### src/tbpd_pkg.sv
// Shared types and constants for the tilt balance PID drive.
// Used by every module of the block; depends on nothing else.
`timescale 1ns / 1ps
`default_nettype none

package tbpd_pkg;

	// Register indexes on the configuration port
	typedef enum logic [2:0] {
		REG_BALANCE_POINT  = 3'd0,
		REG_FALL_MARGIN    = 3'd1,
		REG_KP             = 3'd2,
		REG_KI             = 3'd3,
		REG_KD             = 3'd4,
		REG_INTEGRAL_LIMIT = 3'd5,
		REG_DUTY_LIMIT     = 3'd6
	} reg_idx_t;

	localparam int unsigned CFG_INDEX_W = 3;
	localparam int unsigned CFG_DATA_W  = 20;

	// Register values after reset
	localparam logic signed [16:0] BALANCE_POINT_RST  = 17'sd1946;
	localparam logic        [15:0] FALL_MARGIN_RST    = 16'd1280;
	localparam logic        [19:0] KP_RST             = 20'd128000;
	localparam logic        [19:0] KI_RST             = 20'd7680;
	localparam logic        [19:0] KD_RST             = 20'd768;
	localparam logic        [15:0] INTEGRAL_LIMIT_RST = 16'd7680;
	localparam logic        [13:0] DUTY_LIMIT_RST     = 14'd5000;

	// Minimum drive rule: a small nonzero drive is raised to this magnitude
	localparam logic signed [30:0] MIN_DRIVE_EDGE  = 31'sd1000;
	localparam logic signed [30:0] MIN_DRIVE_VALUE = 31'sd800;

	typedef struct packed {
		logic signed [16:0] balance_point;
		logic        [15:0] fall_margin;
		logic        [19:0] kp;
		logic        [19:0] ki;
		logic        [19:0] kd;
		logic        [15:0] integral_limit;
		logic        [13:0] duty_limit;
	} cfg_t;

	// Angle error stage contents
	typedef struct packed {
		logic               fallen;
		logic signed [17:0] bias;
		logic signed [16:0] acc;
		logic signed [23:0] gyro;
	} err_t;

	// Product stage contents
	typedef struct packed {
		logic               fallen;
		logic signed [38:0] p_prop;
		logic signed [37:0] p_int;
		logic signed [44:0] p_rate;
	} prod_t;

endpackage

`default_nettype wire

### src/tbpd_cfg.sv
// Configuration register file of the tilt balance PID drive.
// Depends on tbpd_pkg for the register indexes and reset values.
`timescale 1ns / 1ps
`default_nettype none

module tbpd_cfg (
	input  wire logic                                  clk,
	input  wire logic                                  arst_n,
	input  wire logic                                  cfg_valid,
	output      logic                                  cfg_ready,
	input  wire logic [tbpd_pkg::CFG_INDEX_W-1:0]      cfg_index,
	input  wire logic [tbpd_pkg::CFG_DATA_W-1:0]       cfg_data,
	output      tbpd_pkg::cfg_t                        cfg
);

	tbpd_pkg::cfg_t cfg_q;

	// Writes are single beats, always taken
	assign cfg_ready = 1'b1;
	assign cfg       = cfg_q;

	// Decode index and store the written field; unknown indexes drop
	always_ff @(posedge clk or negedge arst_n) begin
		if (!arst_n) begin
			cfg_q.balance_point  <= tbpd_pkg::BALANCE_POINT_RST;
			cfg_q.fall_margin    <= tbpd_pkg::FALL_MARGIN_RST;
			cfg_q.kp             <= tbpd_pkg::KP_RST;
			cfg_q.ki             <= tbpd_pkg::KI_RST;
			cfg_q.kd             <= tbpd_pkg::KD_RST;
			cfg_q.integral_limit <= tbpd_pkg::INTEGRAL_LIMIT_RST;
			cfg_q.duty_limit     <= tbpd_pkg::DUTY_LIMIT_RST;
		end else if (cfg_valid) begin
			unique case (tbpd_pkg::reg_idx_t'(cfg_index))
				tbpd_pkg::REG_BALANCE_POINT:  cfg_q.balance_point  <= cfg_data[16:0];
				tbpd_pkg::REG_FALL_MARGIN:    cfg_q.fall_margin    <= cfg_data[15:0];
				tbpd_pkg::REG_KP:             cfg_q.kp             <= cfg_data[19:0];
				tbpd_pkg::REG_KI:             cfg_q.ki             <= cfg_data[19:0];
				tbpd_pkg::REG_KD:             cfg_q.kd             <= cfg_data[19:0];
				tbpd_pkg::REG_INTEGRAL_LIMIT: cfg_q.integral_limit <= cfg_data[15:0];
				tbpd_pkg::REG_DUTY_LIMIT:     cfg_q.duty_limit     <= cfg_data[13:0];
				default: ;
			endcase
		end
	end

endmodule

`default_nettype wire

### src/tbpd_track.sv
// Fall detection and clamped error integral, one beat per cycle unless the next stage stalls.
// Holds the integral and fall latch state; depends on tbpd_pkg.
`timescale 1ns / 1ps
`default_nettype none

module tbpd_track (
	input  wire logic                clk,
	input  wire logic                arst_n,
	input  wire tbpd_pkg::cfg_t      cfg,
	input  wire logic                in_valid,
	output      logic                in_ready,
	input  wire logic signed [16:0]  angle,
	input  wire logic signed [23:0]  gyro,
	output      logic                out_valid,
	input  wire logic                out_ready,
	output      tbpd_pkg::err_t      err
);

	logic signed [16:0] integral_q;
	logic               fallen_q;
	logic               valid_s2;
	tbpd_pkg::err_t     err_s2;

	logic signed [17:0] band;
	logic signed [18:0] band_ext;
	logic signed [18:0] neg_band;
	logic signed [18:0] angle_ext;
	logic               fall_now;
	logic signed [17:0] bias;
	logic signed [18:0] sum;
	logic signed [18:0] lim;
	logic signed [18:0] clamped;

	// Band test: balance point plus margin, mirrored about zero on both sides
	always_comb begin
		band      = 18'(cfg.balance_point) + $signed({2'b00, cfg.fall_margin});
		band_ext  = 19'(band);
		neg_band  = -band_ext;
		angle_ext = 19'(angle);
		fall_now  = fallen_q || (angle_ext < neg_band) || (angle_ext > band_ext);
	end

	// Error and clamped integral
	always_comb begin
		bias = 18'(angle) - 18'(cfg.balance_point);
		sum  = 19'(integral_q) + 19'(bias);
		lim  = $signed({3'b000, cfg.integral_limit});
		if (sum > lim) begin
			clamped = lim;
		end else if (sum < -lim) begin
			clamped = -lim;
		end else begin
			clamped = sum;
		end
	end

	assign in_ready  = !valid_s2 || out_ready;
	assign out_valid = valid_s2;
	assign err       = err_s2;

	// Update state as each beat passes; integral holds while fallen
	always_ff @(posedge clk or negedge arst_n) begin
		if (!arst_n) begin
			integral_q <= '0;
			fallen_q   <= 1'b0;
			valid_s2   <= 1'b0;
		end else begin
			if (in_ready) begin
				valid_s2 <= in_valid;
			end
			if (in_valid && in_ready) begin
				fallen_q <= fall_now;
				if (!fall_now) begin
					integral_q <= clamped[16:0];
				end
			end
		end
	end

	// Stage payload
	always_ff @(posedge clk) begin
		if (in_valid && in_ready) begin
			err_s2.fallen <= fall_now;
			err_s2.bias   <= bias;
			err_s2.acc    <= clamped[16:0];
			err_s2.gyro   <= gyro;
		end
	end

endmodule

`default_nettype wire

### src/tbpd_mul.sv
// Gain multiply stage: proportional, integral and rate products.
// Depends on tbpd_pkg for the stage structs and configuration.
`timescale 1ns / 1ps
`default_nettype none

module tbpd_mul (
	input  wire logic            clk,
	input  wire logic            arst_n,
	input  wire tbpd_pkg::cfg_t  cfg,
	input  wire logic            in_valid,
	output      logic            in_ready,
	input  wire tbpd_pkg::err_t  err,
	output      logic            out_valid,
	input  wire logic            out_ready,
	output      tbpd_pkg::prod_t prod
);

	logic            valid_s3;
	tbpd_pkg::prod_t prod_s3;

	assign in_ready  = !valid_s3 || out_ready;
	assign out_valid = valid_s3;
	assign prod      = prod_s3;

	always_ff @(posedge clk or negedge arst_n) begin
		if (!arst_n) begin
			valid_s3 <= 1'b0;
		end else if (in_ready) begin
			valid_s3 <= in_valid;
		end
	end

	// Three independent products, registered
	always_ff @(posedge clk) begin
		if (in_valid && in_ready) begin
			prod_s3.fallen <= err.fallen;
			prod_s3.p_prop <= 39'($signed({1'b0, cfg.kp})) * 39'(err.bias);
			prod_s3.p_int  <= 38'($signed({1'b0, cfg.ki})) * 38'(err.acc);
			prod_s3.p_rate <= 45'($signed({1'b0, cfg.kd})) * 45'(err.gyro);
		end
	end

endmodule

`default_nettype wire

### src/tbpd_shape.sv
// Drive shaping: sum, scale, saturate, minimum magnitude, output register.
// Depends on tbpd_pkg for the product struct and drive constants.
`timescale 1ns / 1ps
`default_nettype none

module tbpd_shape (
	input  wire logic            clk,
	input  wire logic            arst_n,
	input  wire tbpd_pkg::cfg_t  cfg,
	input  wire logic            in_valid,
	output      logic            in_ready,
	input  wire tbpd_pkg::prod_t prod,
	output      logic            out_valid,
	input  wire logic            out_ready,
	output      logic [13:0]     duty,
	output      logic            reverse,
	output      logic            fallen
);

	logic        valid_q;
	logic [13:0] duty_q;
	logic        reverse_q;
	logic        fallen_q;

	logic signed [45:0] sum;
	logic signed [29:0] scaled;
	logic signed [30:0] drive;
	logic signed [30:0] dl;
	logic signed [30:0] sat;
	logic signed [30:0] shaped;
	logic signed [30:0] mag;
	logic [13:0]        duty_d;
	logic               reverse_d;

	// Floor divide by 2^16 is an arithmetic shift; negate for drive
	always_comb begin
		sum    = 46'(prod.p_prop) + 46'(prod.p_int) + 46'(prod.p_rate);
		scaled = sum[45:16];
		drive  = -31'(scaled);
		dl     = $signed({17'b0, cfg.duty_limit});
		if (drive > dl) begin
			sat = dl;
		end else if (drive < -dl) begin
			sat = -dl;
		end else begin
			sat = drive;
		end
		// Raise small nonzero drive to the minimum magnitude
		if (sat < 0 && sat > -tbpd_pkg::MIN_DRIVE_EDGE) begin
			shaped = -tbpd_pkg::MIN_DRIVE_VALUE;
		end else if (sat > 0 && sat < tbpd_pkg::MIN_DRIVE_EDGE) begin
			shaped = tbpd_pkg::MIN_DRIVE_VALUE;
		end else begin
			shaped = sat;
		end
		mag = (shaped < 0) ? -shaped : shaped;
		if (prod.fallen) begin
			duty_d    = '0;
			reverse_d = 1'b0;
		end else begin
			duty_d    = mag[13:0];
			reverse_d = shaped[30];
		end
	end

	assign in_ready  = !valid_q || out_ready;
	assign out_valid = valid_q;
	assign duty      = duty_q;
	assign reverse   = reverse_q;
	assign fallen    = fallen_q;

	always_ff @(posedge clk or negedge arst_n) begin
		if (!arst_n) begin
			valid_q <= 1'b0;
		end else if (in_ready) begin
			valid_q <= in_valid;
		end
	end

	// Result register
	always_ff @(posedge clk) begin
		if (in_valid && in_ready) begin
			duty_q    <= duty_d;
			reverse_q <= reverse_d;
			fallen_q  <= prod.fallen;
		end
	end

endmodule

`default_nettype wire

### src/tilt_balance_pid_drive.sv
// Top level of the tilt balance PID drive: stream ports, input register, stages.
// Depends on tbpd_pkg, tbpd_cfg, tbpd_track, tbpd_mul and tbpd_shape.
//
// One control tick per input beat: roll angle and gyro rate in, one drive
// command out. It takes a beat every cycle unless the output stalls; each
// beat passes the input register, fall test and clamped integral, gain
// multiplies and drive shaping into the output register. The integral and
// fall latch update as each beat is accepted, so ticks can follow back to
// back. Once the angle leaves the band of plus or minus balance point plus
// margin, the fallen flag sticks and the duty stays zero until reset. Write
// configuration only while no tick is in flight; writes to unused indexes are dropped.
`timescale 1ns / 1ps
`default_nettype none

module tilt_balance_pid_drive (
	input  wire logic                              clk,
	input  wire logic                              arst_n,
	// Configuration write channel
	input  wire logic                              cfg_valid,
	output      logic                              cfg_ready,
	input  wire logic [tbpd_pkg::CFG_INDEX_W-1:0]  cfg_index,
	input  wire logic [tbpd_pkg::CFG_DATA_W-1:0]   cfg_data,
	// Input stream
	input  wire logic                              s_axis_tvalid,
	output      logic                              s_axis_tready,
	input  wire logic [47:0]                       s_axis_tdata,  // angle[16:0], gyro_rate[40:17], zero
	// Output stream
	output      logic                              m_axis_tvalid,
	input  wire logic                              m_axis_tready,
	output      logic [15:0]                       m_axis_tdata   // duty[13:0], reverse[14], fallen[15]
);

	tbpd_pkg::cfg_t  cfg;
	tbpd_pkg::err_t  err;
	tbpd_pkg::prod_t prod;

	logic               valid_s1;
	logic signed [16:0] angle_s1;
	logic signed [23:0] gyro_s1;
	logic               track_ready;
	logic               err_valid;
	logic               mul_ready;
	logic               prod_valid;
	logic               shape_ready;
	logic [13:0]        duty;
	logic               reverse;
	logic               fallen;

	tbpd_cfg u_cfg (
		.clk       (clk),
		.arst_n    (arst_n),
		.cfg_valid (cfg_valid),
		.cfg_ready (cfg_ready),
		.cfg_index (cfg_index),
		.cfg_data  (cfg_data),
		.cfg       (cfg)
	);

	// Input register
	assign s_axis_tready = !valid_s1 || track_ready;

	always_ff @(posedge clk or negedge arst_n) begin
		if (!arst_n) begin
			valid_s1 <= 1'b0;
		end else if (s_axis_tready) begin
			valid_s1 <= s_axis_tvalid;
		end
	end

	always_ff @(posedge clk) begin
		if (s_axis_tvalid && s_axis_tready) begin
			angle_s1 <= s_axis_tdata[16:0];
			gyro_s1  <= s_axis_tdata[40:17];
		end
	end

	tbpd_track u_track (
		.clk       (clk),
		.arst_n    (arst_n),
		.cfg       (cfg),
		.in_valid  (valid_s1),
		.in_ready  (track_ready),
		.angle     (angle_s1),
		.gyro      (gyro_s1),
		.out_valid (err_valid),
		.out_ready (mul_ready),
		.err       (err)
	);

	tbpd_mul u_mul (
		.clk       (clk),
		.arst_n    (arst_n),
		.cfg       (cfg),
		.in_valid  (err_valid),
		.in_ready  (mul_ready),
		.err       (err),
		.out_valid (prod_valid),
		.out_ready (shape_ready),
		.prod      (prod)
	);

	tbpd_shape u_shape (
		.clk       (clk),
		.arst_n    (arst_n),
		.cfg       (cfg),
		.in_valid  (prod_valid),
		.in_ready  (shape_ready),
		.prod      (prod),
		.out_valid (m_axis_tvalid),
		.out_ready (m_axis_tready),
		.duty      (duty),
		.reverse   (reverse),
		.fallen    (fallen)
	);

	assign m_axis_tdata = {fallen, reverse, duty};

endmodule

`default_nettype wire

### config.mk
export PLATFORM = sky130hd
export DESIGN_NAME = tilt_balance_pid_drive
export DESIGN_NICKNAME = d
export VERILOG_FILES = /design/src/tbpd_pkg.sv /design/src/tbpd_cfg.sv /design/src/tbpd_track.sv /design/src/tbpd_mul.sv /design/src/tbpd_shape.sv /design/src/tilt_balance_pid_drive.sv
export SDC_FILE = /design/constraint.sdc
export NUM_CORES = 2
export LEC_CHECK = 0
export ABC_AREA = 1
export BUFFER_PORTS_ARGS = -buffer_cell sky130_fd_sc_hd__buf_4
export CAP_MARGIN = 0
export CORE_MARGIN = 2
export CORE_UTILIZATION = 30
export DETAILED_ROUTE_END_ITERATION = 7
export GPL_TIMING_DRIVEN = 0
export SLEW_MARGIN = 20
export SYNTH_ARGS = -nofsm -noshare
export SYNTH_HDL_FRONTEND = slang
export SYNTH_SLANG_ARGS = --single-unit
### constraint.sdc
create_clock -name clk -period 9 [get_ports clk]
set_input_delay 0.45 -clock clk [delete_from_list [all_inputs] [get_ports clk]]
set_output_delay 0.45 -clock clk [all_outputs]
set_load 0.01 [all_outputs]
# Yosys cells after proc, flatten, opt, wreduce, memory -nomap -nowiden
# Index checks and enable logic that the tools add are counted.
totals:
  reg_bits: 385
  inputBits: 76
classes:
  addsub: 10
  multipliers: 3
  order_cmp: 11
  eq_ne: 6
  n_mux: 7
  bitwise: 1
  reduce_logical: 25
ops:
  columns: ["op", "n"]
  rows:
  - ["31-bit 2-to-1 mux", 4]
  - ["31-bit by 1-bit < comparator with 1-bit output, second input constant", 2]
  - ["40-bit by 45-bit adder with 46-bit output", 1]
  - ["21-bit by 24-bit multiplier with 45-bit output", 1]
  - ["39-bit by 38-bit adder with 40-bit output", 1]
  - ["21-bit by 18-bit multiplier with 39-bit output", 1]
  - ["21-bit by 17-bit multiplier with 38-bit output", 1]
  - ["17-bit 2-to-1 mux", 2]
  - ["31-bit by 1-bit > comparator with 1-bit output, second input constant", 1]
  - ["31-bit by 11-bit > comparator with 1-bit output, second input constant", 1]
  - ["31-bit by 15-bit > comparator with 1-bit output", 1]
  - ["31-bit by 11-bit < comparator with 1-bit output, second input constant", 1]
  - ["31-bit < comparator", 1]
  - ["14-bit negator with 31-bit output", 1]
  - ["30-bit negator with 31-bit output", 1]
  - ["17-bit by 18-bit adder with 19-bit output", 1]
  - ["19-bit by 17-bit > comparator with 1-bit output", 1]
  - ["17-bit by 19-bit < comparator with 1-bit output", 1]
  - ["19-bit < comparator", 1]
  - ["16-bit negator with 19-bit output", 1]
  - ["18-bit negator with 19-bit output", 1]
  - ["17-bit by 17-bit adder with 18-bit output", 1]
  - ["17-bit by 18-bit > comparator with 1-bit output", 1]
  - ["17-bit by 17-bit subtractor with 18-bit output", 1]
  - ["other kinds (11)", 34]

# Longest topological paths before layout
depth:
  depth_word: 12
  depth_mapped: 57

# Modules after synthesis
# A second synthesis with hierarchy kept.
hier_totals:
  cells_unflattened: 9383
  hier_area_um2: 71117.0
by_module_without_submodules:
  columns: ["mod", "instances", "cells_per_inst", "area_per_inst_um2", "seq_area_each_um2"]
  rows:
  - ["tbpd_mul", 1, 6179, 48144.9, 3718.6]
  - ["tbpd_shape", 1, 1543, 8707.1, 505.5]
  - ["tbpd_track", 1, 1064, 8106.5, 2277.2]
  - ["tbpd_cfg", 1, 548, 4867.2, 3115.5]
  - ["tilt_balance_pid_drive", 1, 49, 1291.2, 1256.2]

# Worst setup path after synthesis
# No wires, ideal clock.
synth_path:
  kind: "register to register"
  start: "reg u_cfg.cfg_q, in the netlist u_cfg.cfg[38]"
  end: "reg u_mul.prod_s3, in the netlist u_mul.prod[43] (data pin)"
  setup_time_ns: 0.269
  arrival_time_ns: 7.444
  required_time_ns: 8.731
  path_slack_ns: 1.287
  stages_incl_launch_ff: 40
  synth_period_minus_slack_ns: 7.713
  path_cell_list: "dfstp_2 -> clkbuf_1 -> clkbuf_1 -> nand2_1 -> fa_1 -> inv_1 -> fa_1 -> fa_1 -> inv_1 -> fa_1 -> inv_1 -> ha_1 -> inv_1 -> fa_1 -> inv_1 -> fa_1 -> ha_1 -> nand2_1 -> [... 4 more ...] -> o21ai_0 -> nand4_1 -> o211ai_1 -> a21oi_1 -> o21ai_0 -> nand3_1 -> nand2_1 -> nand3_1 -> nand2_1 -> a21oi_1 -> o21ai_0 -> nand3_1 -> nand2_1 -> nand3_1 -> nand2_1 -> inv_1 -> o31ai_1 -> xor2_1"
synth_between:
  elab_chain_len: 1
synth_rtl:
  columns: ["item", "line", "text"]
  rows:
  - ["from (decl)", "tbpd_cfg.sv:16", "tbpd_pkg::cfg_t cfg_q;"]
  - ["21-bit by 24-bit multiplier with 45-bit output", "tbpd_mul.sv:39", "prod_s3.p_rate <= 45'($signed({1'b0, cfg.kd})) * 45'(err.gyro);"]
  - ["to (decl)", "tbpd_mul.sv:19", "tbpd_pkg::prod_t prod_s3;"]
# No other way between the ends.
# A chain may end at the register's enable or synchronous reset.

# Final worst setup path
layout_path:
  start: "reg u_cfg.cfg_q, in the netlist u_cfg.cfg[43]"
  end: "reg u_mul.prod_s3, in the netlist u_mul.prod[43] (data pin)"
# Same word-level chain as after synthesis.

==> results.py <==
metrics = {
    "final_layout": {
        "register_area_mm2": 0.0109,
        "layout-drive-gt1-share_pct": 5.13,
        "fin_area_mm2": 0.0720,
        "nNetsFinal": 9880,
        "area_delta_synth_final_pct": 10.0,
        "instances_no_fill": 11000,
        "fillers": 22800,
        "multi_input_area_mm2": 0.0454,
    },
    "worst_setup_path": {
        "crit_cells": 31,
        "path_class": "reg2reg",
        "worstPathArrival_ns": 8.89,
        "crit_fanout": 10,
        "cpLargestDelayFamily": "adder cells",
        "critPathLaunchType": "flip-flop",
        "worst-path-buf-inv": 6,
        "critPathSlowestCell": "clkbuf_1",
        "cp-end-kind": "flip-flop",
        "reg2reg_depth": 31,
        "reg2reg_slack_ns": 0.62,
        "slowest_delay_ns": 0.70,
        "cp_data_required_time_ns": 9.51,
        "crit_top_cell": "fa_1",
    },
    "sta": {
        "fin_ws_ns": 0.621,
        "tns_ns": 0,
        "maxSlewHeadroom_pct": 27.7,
        "maxSlewViolCount": 0,
        "timing_hold_violations_final": 0,
        "worst_slew_pin_slew_ns": 1.08,
        "fmax_ghz": 0.119,
        "post-route-min-period_ns": 8.38,
        "post-route-period-util_pct": 93.1,
        "setup_viol": 0,
        "rsz0062_at_grt": "false",
        "finalClockSkew_ns": 0.0843,
    },
    "floorplan": {
        "start_util_pct": 30.2,
        "pin_count": 95,
        "die_area_mm2": 0.222,
        "die_w_um": 471,
        "row_count": 171,
        "core-area_mm2": 0.217,
        "die_y_um": 471,
    },
    "route": {
        "dr.pass1.iters": 6,
        "post_drt_wl_per_cell_um": 17.4,
        "vias_per_cell": 4.56,
        "drtIter0Drc": 3360,
        "drc": 0,
        "totalWireLength_um": 192000,
        "vias": 50200,
        "ant_nets": 0,
    },
    "synth": {
        "synthesis.area_mm2": 0.0655,
        "yosys-top-cells-area": "fa_1 (33%), inv_1 (12%), nand2_1 (12%)",
        "synth_cells": 7946,
        "synth_flop_cell": "edfxtp_1",
        "yosysTopAreaCellShare_pct": 33.5,
        "synth_area_per_cell_um2": 8.24,
        "ys_warn_count": 0,
        "synth_edf_count": 240,
        "ys_seq_area_share_pct": 16.6,
        "ys_seq_elements": 385,
        "yosysTopAreaCell": "fa_1",
        "synth_nets": 9718,
        "async_reset_ff_share_pct": 37.7,
        "yosys.cell_types.count": 57,
    },
    "worst_hold_path": {
        "hold_path_class": "in2reg",
        "holdPathStages": 3,
    },
    "place": {
        "placed_cells": 10900,
        "dpl.hpwl_um": 162000,
        "gp_congestion": 0.939,
        "io_buffers": 86,
        "post-place-ws_ns": -0.341,
        "place_area_mm2": 0.0698,
    },
    "clock_tree": {
        "cts_made_buffers": 48,
        "post-cts-setup-buffers": 0,
        "clock_sinks": 385,
        "clkTransAtPathRegs_ns": 0.06,
        "cts_buffer_depth": 3,
        "htree_levels": 2,
        "cts_tree": "yes",
        "cts-root-buf": "clkbuf_16",
        "clk_latency_ns": 0.72,
    },
    "flow_run": {
        "drv_cap": 0,
    },
    "grt": {
        "grt_pass1_vias": 52800,
        "grt_pass1_wl_um": 301000,
        "grt_max_degree": 86,
        "grt-ovfl-total": 0,
        "grt_usage_pct": 17.6,
        "antenna_found_initial": 25,
    },
    "run_status": {
        "status": "finished, final reports clean",
    },
}
cells by family after synthesis:
family | after synthesis | share of synthesized area [%]
fa+ha+maj | 1696 | 45.0
simple gates | 2607 | 16.2
xor+xnor | 224 | 3.00
other cells | 1 | 0.00573
compound gates | 570 | 4.82
mux | 16 | 0.275
flops | 385 | 16.6
buf+inv | 2447 | 14.1
area by class of cell:
type	instances	share of cell area, %
diodes	5	0.0174
plain buffers	278	1.63
clock buffers	55	1.73
clock inverters	35	0.705
inverters	2148	11.2
multi-input cells	5114	63.0
flip-flops and latches	385	15.1
well taps	2854	4.96
repair buffers	133	1.66
placed cells by master (no fill, tap or decap), types with 28 or more instances in the layout:
master / synthesis / routed
inv_1: 2133 / 2129
nand2_1: 2011 / 2011
fa_1: 1095 / 1095
ha_1: 601 / 601
edfxtp_1: 240 / 240
a21oi_1: 236 / 236
clkbuf_1: 274 / 219
nor2_1: 217 / 214
o21ai_0: 213 / 207
nand3_1: 181 / 181
xor2_1: 170 / 170
dfrtp_1: 115 / 109
buf_4: 4 / 89
xnor2_1: 54 / 54
clkbuf_16: 0 / 48
nand4_1: 46 / 46
dlygate4sd3_1: 0 / 42
or2_2: 38 / 38
clkbuf_2: 0 / 37
o21bai_1: 30 / 30
dfstp_2: 30 / 30
nand2_2: 28 / 28
what timing repair did:
action,CTS,global route
endpoints found under the setup margin,5,16
hold endpoints to repair,100,0
hold buffers,42,0
resized for setup,8,101
gates cloned,0,0
cells in the mapped netlist (4+ instances only):
| library cell | count |
|---|---|
| nor2_4 | 7 |
| o21ai_0 | 213 |
| nor4_1 | 5 |
| a21o_1 | 12 |
| nand4_1 | 46 |
| mux2_2 | 16 |
| inv_1 | 2133 |
| o31ai_1 | 10 |
| o221ai_1 | 4 |
| or2_2 | 38 |
| inv_2 | 14 |
| and2_1 | 5 |
| buf_4 | 4 |
| a211oi_1 | 16 |
| o21bai_1 | 30 |
| buf_6 | 5 |
| fa_1 | 1095 |
| nor2_2 | 25 |
| a31oi_1 | 5 |
| a21oi_1 | 236 |
| nand3_2 | 9 |
| o211ai_1 | 20 |
| xor2_1 | 170 |
| nand2_1 | 2011 |
| ha_1 | 601 |
| nand3b_1 | 9 |
| edfxtp_1 | 240 |
| nand2_2 | 28 |
| dfrtp_1 | 115 |
| nand3_1 | 181 |
| xnor2_1 | 54 |
| nor2_1 | 217 |
| nor3_1 | 16 |
| o21ai_1 | 6 |
| buf_1 | 15 |
| dfstp_2 | 30 |
| clkbuf_1 | 274 |
registers in the layout, indices dropped and copies added, names as in the netlist:
| register | flops |
|---|---|
| angle_s1 | 17 |
| gyro_s1 | 24 |
| u_cfg.cfg | 123 |
| u_mul.out_valid | 1 |
| u_mul.prod | 123 |
| u_shape.duty | 14 |
| u_shape.fallen | 1 |
| u_shape.out_valid | 1 |
| u_shape.reverse | 1 |
| u_track.err | 60 |
| u_track.fallen_q | 1 |
| u_track.integral_q | 17 |
| u_track.out_valid | 1 |
| valid_s1 | 1 |
metal layers:
layer	track usage, %	vias up	share of wire, %
li1	-	23700	-
met1	23.1	24800	43
met2	29.3	1415	47
met3	2.61	291	6.3
met4	6.22	10	3.7
met5	0	-	0.035
metrics by stage:
step           hold slack, ns  util (%)
2_1_floorplan           0.154         -
3_3_place_gp            0.406      32.1
3_5_place_dp            0.405      32.2
4_1_cts               0.00884      33.2
5_1_grt                0.0522      33.2
6_report               0.0558      33.2
worst register-to-register path: cells and delay by family, from the launching register on:
family | cells | cell delay (ns)
flops | 1 | 0.32
xor+xnor | 1 | 0.27
compound gates | 7 | 1.25
simple gates | 9 | 0.93
fa+ha+maj | 8 | 4.02
buf+inv | 6 | 1.46
final timing paths:
path	startpoint	end
worst max register to register	u_cfg.cfg[43]	u_mul.prod[43]
worst max-delay path	u_cfg.cfg[43]	u_mul.prod[43]
max in group asynchronous	arst_n	u_cfg.cfg[82]
worst min register to register	gyro_s1[2]	u_track.err[2]
worst min-delay path	s_axis_tvalid	valid_s1
min in group asynchronous	arst_n	u_cfg.cfg[57]
Power is not shown: default switching activity piles up to over one toggle a cycle in this logic, so the estimate is an artifact.
